$ cat config.mk
export PLATFORM = sky130hd
export DESIGN_NAME = field_comb_factor
export DESIGN_NICKNAME = d
export VERILOG_FILES = /design/src/hdl/fcf_pkg.sv /design/src/hdl/fcf_front.sv /design/src/hdl/fcf_fifo.sv /design/src/hdl/fcf_back.sv /design/src/hdl/field_comb_factor.sv
export SDC_FILE = /design/constraint.sdc
export NUM_CORES = 1
export LEC_CHECK = 0
export BUFFER_PORTS_ARGS = -buffer_cell sky130_fd_sc_hd__buf_2
export CAP_MARGIN = 20
export CELL_PAD_IN_SITES_DETAIL_PLACEMENT = 0
export CELL_PAD_IN_SITES_GLOBAL_PLACEMENT = 2
export CORE_MARGIN = 3
export CORE_UTILIZATION = 38
export CTS_CLUSTER_DIAMETER = 60
export DETAILED_ROUTE_END_ITERATION = 10
export MAX_ROUTING_LAYER = met4
export PLACE_DENSITY_LB_ADDON = 0.12
export SYNTH_ARGS = -nofsm -noshare
export SYNTH_HDL_FRONTEND = slang
export SYNTH_HIERARCHICAL = 1
export SYNTH_SLANG_ARGS = --single-unit
$ cat constraint.sdc
create_clock -name clk -period 3.31 [get_ports clk]
set_input_delay 0.331 -clock clk [delete_from_list [all_inputs] [get_ports clk]]
set_output_delay 0.331 -clock clk [all_outputs]
set_load 0.005 [all_outputs]
$ cat src/hdl/fcf_pkg.sv
// Package for field_comb_factor: shared widths, limits and the line-job type.
// No dependencies.
package fcf_pkg;

    localparam int LUMA_W   = 8;
    localparam int TERM_W   = 18;
    localparam int ENERGY_W = 29;
    localparam int SQRT_W   = 15;
    localparam int ROOT_W   = 14;
    localparam int TOTAL_W  = 23;

    localparam logic [ENERGY_W-1:0] ENERGY_MAX = {ENERGY_W{1'b1}};
    localparam logic [ROOT_W-1:0]   ROOT_MAX   = {ROOT_W{1'b1}};
    localparam logic [TOTAL_W-1:0]  TOTAL_MAX  = {TOTAL_W{1'b1}};

    typedef struct packed {
        logic [ENERGY_W-1:0] energy;
        logic                eof;
    } line_job_t;

endpackage

$ cat src/hdl/fcf_front.sv
// Front end: accepts pixel transactions, squares the second difference and
// accumulates it per line; emits a line job at each line end. Uses fcf_pkg.
module fcf_front (
    input  logic                      clk,
    input  logic                      rst_n,
    input  logic [fcf_pkg::LUMA_W-1:0] luma_upper,
    input  logic [fcf_pkg::LUMA_W-1:0] luma_middle,
    input  logic [fcf_pkg::LUMA_W-1:0] luma_lower,
    input  logic                      end_of_line,
    input  logic                      end_of_frame,
    input  logic                      push,
    output logic                      full,
    input  logic                      q_full,
    output logic                      job_push,
    output fcf_pkg::line_job_t        job
);
    import fcf_pkg::*;

    logic                    s1_valid_reg;
    logic                    s1_eol_reg;
    logic                    s1_eof_reg;
    logic [TERM_W-1:0]       term_reg;
    logic [ENERGY_W-1:0]     energy_reg;
    logic                    stall;
    logic                    accept;
    logic signed [10:0]      diff;
    logic [8:0]              diff_abs;
    logic [TERM_W-1:0]       term_next;
    logic [ENERGY_W:0]       energy_sum;
    logic [ENERGY_W-1:0]     energy_sat;

    assign stall  = s1_valid_reg && s1_eol_reg && q_full;
    assign full   = stall;
    assign accept = push && !stall;

    always_comb
    begin
        diff = $signed({3'b000, luma_upper}) + $signed({3'b000, luma_lower})
             - $signed({2'b00, luma_middle, 1'b0});
        if (diff < 0)
            diff_abs = 9'(-diff);
        else
            diff_abs = diff[8:0];
        term_next = diff_abs * diff_abs;
    end

    assign energy_sum = {1'b0, energy_reg} + {{(ENERGY_W+1-TERM_W){1'b0}}, term_reg};
    assign energy_sat = energy_sum[ENERGY_W] ? ENERGY_MAX : energy_sum[ENERGY_W-1:0];

    assign job_push   = s1_valid_reg && s1_eol_reg && !q_full;
    assign job.energy = energy_sat;
    assign job.eof    = s1_eof_reg;

    always_ff @(posedge clk or negedge rst_n)
    begin
        if (!rst_n)
        begin
            s1_valid_reg <= 1'b0;
            s1_eol_reg   <= 1'b0;
            s1_eof_reg   <= 1'b0;
            term_reg     <= '0;
            energy_reg   <= '0;
        end
        else if (!stall)
        begin
            s1_valid_reg <= accept;
            s1_eol_reg   <= end_of_line || end_of_frame;
            s1_eof_reg   <= end_of_frame;
            term_reg     <= term_next;
            if (s1_valid_reg)
                energy_reg <= s1_eol_reg ? '0 : energy_sat;
        end
    end

endmodule

$ cat src/hdl/fcf_fifo.sv
// Short queue of line jobs between front and back ends. Uses fcf_pkg.
module fcf_fifo #(
    parameter int DEPTH = 4
) (
    input  logic               clk,
    input  logic               rst_n,
    input  logic               push,
    input  fcf_pkg::line_job_t push_data,
    output logic               full,
    input  logic               pop,
    output fcf_pkg::line_job_t pop_data,
    output logic               empty
);
    import fcf_pkg::*;

    localparam int PTR_W = (DEPTH > 1) ? $clog2(DEPTH) : 1;
    localparam int CNT_W = $clog2(DEPTH + 1);
    localparam logic [PTR_W-1:0] LAST = PTR_W'(DEPTH - 1);

    line_job_t          mem [DEPTH];
    logic [PTR_W-1:0]   wr_ptr_reg;
    logic [PTR_W-1:0]   rd_ptr_reg;
    logic [CNT_W-1:0]   count_reg;

    assign full     = (count_reg == CNT_W'(DEPTH));
    assign empty    = (count_reg == '0);
    assign pop_data = mem[rd_ptr_reg];

    always_ff @(posedge clk)
    begin
        if (push && !full)
            mem[wr_ptr_reg] <= push_data;
    end

    always_ff @(posedge clk or negedge rst_n)
    begin
        if (!rst_n)
        begin
            wr_ptr_reg <= '0;
            rd_ptr_reg <= '0;
            count_reg  <= '0;
        end
        else
        begin
            if (push && !full)
                wr_ptr_reg <= (wr_ptr_reg == LAST) ? '0 : wr_ptr_reg + 1'b1;
            if (pop && !empty)
                rd_ptr_reg <= (rd_ptr_reg == LAST) ? '0 : rd_ptr_reg + 1'b1;
            if ((push && !full) && !(pop && !empty))
                count_reg <= count_reg + 1'b1;
            else if (!(push && !full) && (pop && !empty))
                count_reg <= count_reg - 1'b1;
        end
    end

endmodule

$ cat src/hdl/fcf_back.sv
// Back end: bit-serial floor square root of each line sum, saturating frame
// total, and the result register. Uses fcf_pkg.
module fcf_back (
    input  logic                        clk,
    input  logic                        rst_n,
    input  fcf_pkg::line_job_t          job,
    input  logic                        job_valid,
    output logic                        job_pop,
    input  logic                        pop,
    output logic                        empty,
    output logic [fcf_pkg::ROOT_W-1:0]  line_root,
    output logic [fcf_pkg::TOTAL_W-1:0] comb_total,
    output logic                        frame_done
);
    import fcf_pkg::*;

    localparam int VAL_W = 2 * SQRT_W;
    localparam int REM_W = SQRT_W + 2;
    localparam int CNT_W = $clog2(SQRT_W);
    localparam logic [CNT_W-1:0] ITER_LAST = CNT_W'(SQRT_W - 1);

    typedef enum logic [1:0] {
        ST_IDLE,
        ST_ROOT,
        ST_ADD
    } state_t;

    state_t               state_reg;
    logic [VAL_W-1:0]     val_reg;
    logic [REM_W-1:0]     rem_reg;
    logic [SQRT_W-1:0]    root_reg;
    logic [CNT_W-1:0]     iter_reg;
    logic                 eof_reg;
    logic [TOTAL_W-1:0]   total_reg;
    logic                 out_valid_reg;
    logic [ROOT_W-1:0]    out_root_reg;
    logic [TOTAL_W-1:0]   out_total_reg;
    logic                 out_eof_reg;

    logic [REM_W+1:0]     rem_try;
    logic [REM_W+1:0]     trial;
    logic                 take;
    logic [ROOT_W-1:0]    root_sat;
    logic [TOTAL_W:0]     total_sum;
    logic [TOTAL_W-1:0]   total_sat;
    logic                 slot_free;

    always_comb
    begin
        rem_try   = {rem_reg, val_reg[VAL_W-1 -: 2]};
        trial     = {2'b00, root_reg, 2'b01};
        take      = (rem_try >= trial);
        root_sat  = (root_reg > {1'b0, ROOT_MAX}) ? ROOT_MAX : root_reg[ROOT_W-1:0];
        total_sum = {1'b0, total_reg} + {{(TOTAL_W+1-ROOT_W){1'b0}}, root_sat};
        total_sat = total_sum[TOTAL_W] ? TOTAL_MAX : total_sum[TOTAL_W-1:0];
        slot_free = !out_valid_reg || pop;
    end

    assign job_pop    = (state_reg == ST_IDLE) && job_valid;
    assign empty      = !out_valid_reg;
    assign line_root  = out_root_reg;
    assign comb_total = out_total_reg;
    assign frame_done = out_eof_reg;

    always_ff @(posedge clk or negedge rst_n)
    begin
        if (!rst_n)
        begin
            state_reg     <= ST_IDLE;
            val_reg       <= '0;
            rem_reg       <= '0;
            root_reg      <= '0;
            iter_reg      <= '0;
            eof_reg       <= 1'b0;
            total_reg     <= '0;
            out_valid_reg <= 1'b0;
            out_root_reg  <= '0;
            out_total_reg <= '0;
            out_eof_reg   <= 1'b0;
        end
        else
        begin
            if (pop && out_valid_reg && !((state_reg == ST_ADD) && slot_free))
                out_valid_reg <= 1'b0;
            case (state_reg)
                ST_IDLE:
                begin
                    if (job_valid)
                    begin
                        val_reg   <= {{(VAL_W-ENERGY_W){1'b0}}, job.energy};
                        eof_reg   <= job.eof;
                        rem_reg   <= '0;
                        root_reg  <= '0;
                        iter_reg  <= '0;
                        state_reg <= ST_ROOT;
                    end
                end
                ST_ROOT:
                begin
                    val_reg  <= {val_reg[VAL_W-3:0], 2'b00};
                    root_reg <= {root_reg[SQRT_W-2:0], take};
                    if (take)
                        rem_reg <= REM_W'(rem_try - trial);
                    else
                        rem_reg <= rem_try[REM_W-1:0];
                    iter_reg <= iter_reg + 1'b1;
                    if (iter_reg == ITER_LAST)
                        state_reg <= ST_ADD;
                end
                ST_ADD:
                begin
                    if (slot_free)
                    begin
                        out_valid_reg <= 1'b1;
                        out_root_reg  <= root_sat;
                        out_total_reg <= total_sat;
                        out_eof_reg   <= eof_reg;
                        total_reg     <= eof_reg ? '0 : total_sat;
                        state_reg     <= ST_IDLE;
                    end
                end
                default:
                    state_reg <= ST_IDLE;
            endcase
        end
    end

endmodule

$ cat src/hdl/field_comb_factor.sv
// Top level of the interlace comb-factor measure: front end, line-job queue
// and square-root back end. Uses fcf_pkg, fcf_front, fcf_fifo, fcf_back.
//
// Pixel transactions are taken one per clock while full is low; each pixel's
// squared term is registered and then added into the line accumulator. At a
// line end (end_of_line or end_of_frame) the line sum is queued for the back
// end, whose bit-serial square root loads the sum, runs 15 root steps, then
// updates the total and output register. LINE_QUEUE_DEPTH line sums can wait
// in the queue; full rises only while a line end meets a full queue. One
// result transaction per line is held in an output register until popped;
// frame_done marks the last line of a frame, after which the frame total
// restarts from zero.
module field_comb_factor #(
    parameter int LINE_QUEUE_DEPTH = 4
) (
    input  logic                        clk,
    input  logic                        rst_n,
    input  logic                        push,
    output logic                        full,
    input  logic [fcf_pkg::LUMA_W-1:0]  luma_upper,
    input  logic [fcf_pkg::LUMA_W-1:0]  luma_middle,
    input  logic [fcf_pkg::LUMA_W-1:0]  luma_lower,
    input  logic                        end_of_line,
    input  logic                        end_of_frame,
    output logic                        empty,
    input  logic                        pop,
    output logic [fcf_pkg::ROOT_W-1:0]  line_root,
    output logic [fcf_pkg::TOTAL_W-1:0] comb_total,
    output logic                        frame_done
);
    import fcf_pkg::*;

    line_job_t job_in;
    line_job_t job_out;
    logic      q_push;
    logic      q_full;
    logic      q_pop;
    logic      q_empty;

    fcf_front u_front (
        .clk          (clk),
        .rst_n        (rst_n),
        .luma_upper   (luma_upper),
        .luma_middle  (luma_middle),
        .luma_lower   (luma_lower),
        .end_of_line  (end_of_line),
        .end_of_frame (end_of_frame),
        .push         (push),
        .full         (full),
        .q_full       (q_full),
        .job_push     (q_push),
        .job          (job_in)
    );

    fcf_fifo #(
        .DEPTH (LINE_QUEUE_DEPTH)
    ) u_fifo (
        .clk       (clk),
        .rst_n     (rst_n),
        .push      (q_push),
        .push_data (job_in),
        .full      (q_full),
        .pop       (q_pop),
        .pop_data  (job_out),
        .empty     (q_empty)
    );

    fcf_back u_back (
        .clk        (clk),
        .rst_n      (rst_n),
        .job        (job_out),
        .job_valid  (!q_empty),
        .job_pop    (q_pop),
        .pop        (pop),
        .empty      (empty),
        .line_root  (line_root),
        .comb_total (comb_total),
        .frame_done (frame_done)
    );

`ifndef SYNTHESIS
    a_no_overflow: assert property (@(posedge clk) disable iff (!rst_n)
        !(q_push && q_full))
        else $error("line queue written while full");

    a_no_underflow: assert property (@(posedge clk) disable iff (!rst_n)
        !(q_pop && q_empty))
        else $error("line queue read while empty");

    a_total_covers_root: assert property (@(posedge clk) disable iff (!rst_n)
        !empty |-> ({1'b0, comb_total} >= {{(TOTAL_W+1-ROOT_W){1'b0}}, line_root}))
        else $error("frame total below line root");
`endif

endmodule

# Yosys cells after proc, flatten, opt, wreduce, memory -nomap -nowiden
# Memories as Yosys holds them, arrays and structs flattened.
# Index checks and enable logic that the tools add are counted.
totals:
  n_memories: 1
  ff_bits: 188
  inputBits: 30
  wordCells: 104
  mem_bits_rw: 120
memory_table:
  columns: ["memory", "depth", "width", "rd", "rd_clocked_by_memory_dff", "write_ports", "line", "rtl"]
  rows:
  - ["u_fifo.mem", 4, 30, 1, 0, 1, "fcf_fifo.sv:20", "line_job_t mem [DEPTH];"]
classes:
  reduce_logical: 30
  muxes: 28
  n_lt_le_gt_ge: 3
  n_eq_ne: 9
  add_sub_neg: 11
  n_bitwise: 2
  mul: 1
op_table:
  columns: ["operator", "n"]
  rows:
  - ["30-bit case mux with 2 select lines", 1]
  - ["29-bit two-way mux", 2]
  - ["23-bit two-way mux", 2]
  - ["17-bit two-way mux", 2]
  - ["17-bit case mux with 2 select lines", 1]
  - ["29-bit by 18-bit adder with 30-bit output", 1]
  - ["30-bit two-way mux", 1]
  - ["15-bit case mux with 2 select lines", 1]
  - ["23-bit by 14-bit adder with 24-bit output", 1]
  - ["19-bit by 17-bit greater-or-equal comparator with 1-bit output", 1]
  - ["9-bit by 9-bit multiplier with 18-bit output", 1]
  - ["17-bit subtractor", 1]
  - ["15-bit by 14-bit greater-than comparator with 1-bit output, second input constant", 1]
  - ["15-bit two-way mux", 1]
  - ["14-bit two-way mux", 1]
  - ["1-bit logical AND", 12]
  - ["11-bit by 1-bit less-than comparator with 1-bit output, second input constant", 1]
  - ["2-bit two-way mux", 5]
  - ["9-bit by 9-bit subtractor with 10-bit output", 1]
  - ["8-bit by 8-bit adder with 9-bit output", 1]
  - ["9-bit two-way mux", 1]
  - ["9-bit negator", 1]
  - ["4-bit case mux with 2 select lines", 1]
  - ["2-bit AND reduction", 4]
  - ["21 further kinds", 39]

# Logic depth before layout (Yosys ltp)
logic_depth:
  depth_word: 8
  depth_mapped: 30
  depth_no_buf: 30

# Cells and area by module
# The synthesis kept the hierarchy.
modules_own_cells:
  columns: ["module", "cells_per_inst", "n_inst", "area_each_um2"]
  rows:
  - ["fcf_back", 797, 1, 7156.9]
  - ["fcf_front", 723, 1, 6064.6]
  - ["fcf_fifo", 194, 1, 4765.8]
  - ["field_comb_factor", 1, 1, 3.8]

# Worst setup path after synthesis
# Ideal clock, no wire load.
synth_path:
  path_type: "input-to-reg"
  from: "input luma_upper[2] (netlist bit)"
  to: "register u_front.term_reg[17]"
  required_ns: 3.184
  setup_ns: 0.126
  setup_slack_ns: -3.667
  stages: 30
  t_arrival_ns: 6.852
  cell_sequence: "inv_1 -> fa_1 -> inv_1 -> ha_1 -> nor2b_1 -> o2111a_1 -> or3_4 -> and2_1 -> o311ai_2 -> and2_1 -> buf_6 -> nor2_1 -> ha_1 -> inv_1 -> or4_1 -> o2111a_1 -> xnor2_1 -> fa_1 -> inv_1 -> fa_1 -> inv_1 -> ha_1 -> o21a_1 -> o21a_1 -> a2111oi_0 -> nor3_1 -> a31oi_1 -> o21ai_0 -> xnor2_1 -> o21ai_1"
synth_between:
  elab_chain_len: 5
synth_rtl:
  columns: ["item", "line", "rtl"]
  rows:
  - ["start, declared", "field_comb_factor.sv:20", "input logic [fcf_pkg::LUMA_W-1:0] luma_upper,"]
  - ["8-bit by 8-bit adder with 9-bit output (*)", "fcf_front.sv:38", "diff = $signed({3'b000, luma_upper}) + $signed({3'b000, luma_lower})"]
  - ["9-bit by 9-bit subtractor with 10-bit output (*)", "fcf_front.sv:39", "- $signed({2'b00, luma_middle, 1'b0});"]
  - ["9-bit negator or 11-bit by 1-bit less-than comparator with 1-bit output (tied branches)", "fcf_front.sv:41, fcf_front.sv:40", null]
  - ["9-bit two-way mux (*)", "fcf_front.sv:40", "if (diff < 0)"]
  - ["9-bit by 9-bit multiplier with 18-bit output (*)", "fcf_front.sv:44", "term_next = diff_abs * diff_abs;"]
  - ["end signal, assigned", "fcf_front.sv:69", "term_reg <= term_next;"]
  - ["end, declared", "fcf_front.sv:22", "logic [TERM_W-1:0] term_reg;"]
# Mark *: on every way between the ends. The rest lies on a longest branch, timed or not.
# A chain may end at the register's enable or synchronous reset.

# Worst setup path after layout
layout_path:
  from: "input luma_middle[2] (netlist bit)"
  to: "register u_front.term_reg[14]"
layout_between:
  elab_chain_len: 4
layout_rtl:
  columns: ["item", "line", "rtl"]
  rows:
  - ["start, declared", "field_comb_factor.sv:21", "input logic [fcf_pkg::LUMA_W-1:0] luma_middle,"]
  - ["9-bit by 9-bit subtractor with 10-bit output (*)", "fcf_front.sv:39", null]
  - ["9-bit negator or 11-bit by 1-bit less-than comparator with 1-bit output (tied branches)", "fcf_front.sv:41, fcf_front.sv:40", null]
  - ["9-bit two-way mux (*)", "fcf_front.sv:40", null]
  - ["9-bit by 9-bit multiplier with 18-bit output (*)", "fcf_front.sv:44", null]
# Marks and branches as above.

==> results.tsv <==
metric	value	unit
wire length on met2	21.9	mm
WP buf/inv	11	
hold crit path type	primary input to flip-flop	
I/O Buffers	69	
Slew @ Worst Pin	928	ps
most numerous cell in the Yosys netlist	dfrtp_1	
Seq. cell area	8280	µm²
Residual DRC	0	
CTS Buffer Depth	3	
Final Wtd Congestion	0.824	
H-tree depth	2	
Setup CP Type	primary input to flip-flop	
clk sinks	307	
max reg flops	120	
syn_nets	1889	
DR top layer	met4	
final setup fails	13	
Synth Warn #	6	
initial antenna violation count	0	
# fillers	4361	
Synth top area share	26.0	%
Initial Util	38.6	%
Synth Instances	1715	
Area Growth Syn to Fin	23.8	%
die area	50000	µm²
cell mode on critical path	buf_6	
Ports	70	
Async SR Flop Fraction	60.9	%
CTS Buf Count	40	
setup tns final	-30300	ps
CP Launch Type	primary input	
post-layout util	47.8	%
core region area	46700	µm²
clock slew at reported path FFs	60	ps
Worst-Skew Late Latency	560	ps
Slew HR	38.1	%
Synth Register Bits	307	
Mapped Area	18000	µm²
WP data required	3730	ps
largest net degree at the start of global routing	78	
WL final	44.8	mm
# rows	79	
max_cap viols	0	
Synth area leader	dfrtp_1	
top post-synthesis cells by count	dfrtp_1 (187), nor2_1 (162), nand2_1 (148)	
Worst path top cell family by delay	adder cells	
fin crit share	183	%
post-synthesis sequential area ratio	46.0	%
Post-synth EDFFs	120	
critical path arrival	6490	ps
height of the chip	224	µm
fraction of layout cells with a size suffix above 1	24.4	%
DRT met1 WL	20.7	mm
mean cell area of the mapped netlist	10.5	µm²
CTS tree	done	
failing checks	negative setup slack	
# diodes	0	
clock period minus worst slack	6070	ps
status	finished with violations	
vias per cell	5.21	
Routed met3 length	1.40	mm
drt initial violations	713	
Crit Path Max Fanout	4	
CP max stage delay	580	ps
Hold Fails Final Rpt	0	
grt ovf	0	
drt wl/cell	17.4	µm
Die W	224	µm
ys flop type	dfrtp_1	
vias in the first global route	14000	
Detail Route Antenna Nets	0	
worst setup margin	-2760	ps
clk_skew	24.7	ps
fin. max-slew vios	0	
hpwl dp	31.6	mm
via count	13400	
GRT Resource Usage Total	18.8	%
fin nets	2110	
TritonRoute pass-1 iters	5	
Slowest-stage cell, CP	fa_2	
Root Buffer	clkbuf_16	
post-synth cell types	90	
first-pass GRT wire length	73.8	mm
area of the multi-input gates	9490	µm²
synth top area cells	dfrtp_1 (26%), edfxtp_1 (20%), ha_1 (7.0%)	
Worst setup EP type	flip-flop	
Achievable Freq	165	MHz
RSZ-0062 raised after global routing	yes	
## per-stage QoR
stage | std cells | hold WS (ps) | setup slack, ps | area (µm²)
floorplan | 1715 | 35.4 | -3180 | 18200
finish | 2575 | 186 | -2760 | 22300
CTS | 2559 | 157 | -2740 | 21900
global route | 2575 | 223 | -3000 | 22300
global placement | 2468 | 430 | -3530 | 20200
detailed placement | 2468 | 432 | -3610 | 20200
## layout by cell type (no fill, tap or decap), types with 35 or more instances in the layout
| cell type | count |
|---|---|
| nand2_1 | 144 |
| nand3_1 | 57 |
| nor2_1 | 151 |
| buf_2 | 65 |
| edfxtp_1 | 120 |
| fa_1 | 36 |
| a31oi_1 | 38 |
| o21ai_0 | 86 |
| a21oi_1 | 89 |
| a21o_1 | 35 |
| ha_1 | 88 |
| buf_4 | 152 |
| clkbuf_16 | 41 |
| inv_1 | 117 |
| dfrtp_1 | 186 |
## routing by layer
metal | vias up | global-route usage [%]
li1 | 6588 | -
met1 | 6601 | 24.1
met2 | 161 | 31.7
met3 | 56 | 3.04
met4 | 0 | 4.27
met5 | - | -
## kinds of logic after synthesis
kind of cell	share of synthesized area (%)
compound gates	15.1
flops	46.0
mux	5.17
fa+ha+maj	11.8
xor+xnor	3.73
buf+inv	4.77
simple gates	13.4
## worst reg2reg max path, cell delays in order (launching register included)
cell and delay [ps]:
dfrtp_1 390, ha_1 330, a31o_2 230, a21o_1 220
o2111ai_1 390, nand2_1 180, o31ai_1 240, buf_4 170
nor4_1 60, or3_1 530, a22o_1 250
## final timing paths
kind                       cells past startpoint                              start  slack (ps)                                 to
setup / recovery                              31                     luma_middle[2]       -2760   u_front/term_reg[14]$_DFFE_PN0N_
hold / removal                                 3                                pop         190     u_back/out_valid_reg$_DFF_PN0_
setup reg to reg                              10  u_front/energy_reg[2]$_DFFE_PN0P_         210  u_front/energy_reg[3]$_DFFE_PN0P_
hold reg to reg                                2   u_back/comb_total[1]$_DFFE_PN0P_         470   u_back/comb_total[1]$_DFFE_PN0P_
max in group asynchronous                      3                              rst_n        2070    u_front/term_reg[5]$_DFFE_PN0N_
min in group asynchronous                      2                              rst_n         360     u_back/root_reg[7]$_DFFE_PN0P_
## area by class of cell
class                      instances  area share [%]
multi-input combinational       1195            42.6
timing repair buffer             250            8.47
tap                              607            3.41
clock inverter                    24            1.13
sequential                       307            37.2
clock buffer                      50            4.80
inverter                         142            2.40
## what timing repair did
action / CTS / global route
endpoints found under the setup margin: 13 / 17
setup buffers: 13 / 16
gates resized for setup: 55 / 55
endpoints found under the hold margin: 77 / 0
pin swaps: 53 / 46
hold buffers: 5 / 0
Power is not shown: default switching activity piles up to over one toggle a cycle in this logic, so the estimate is an artifact.
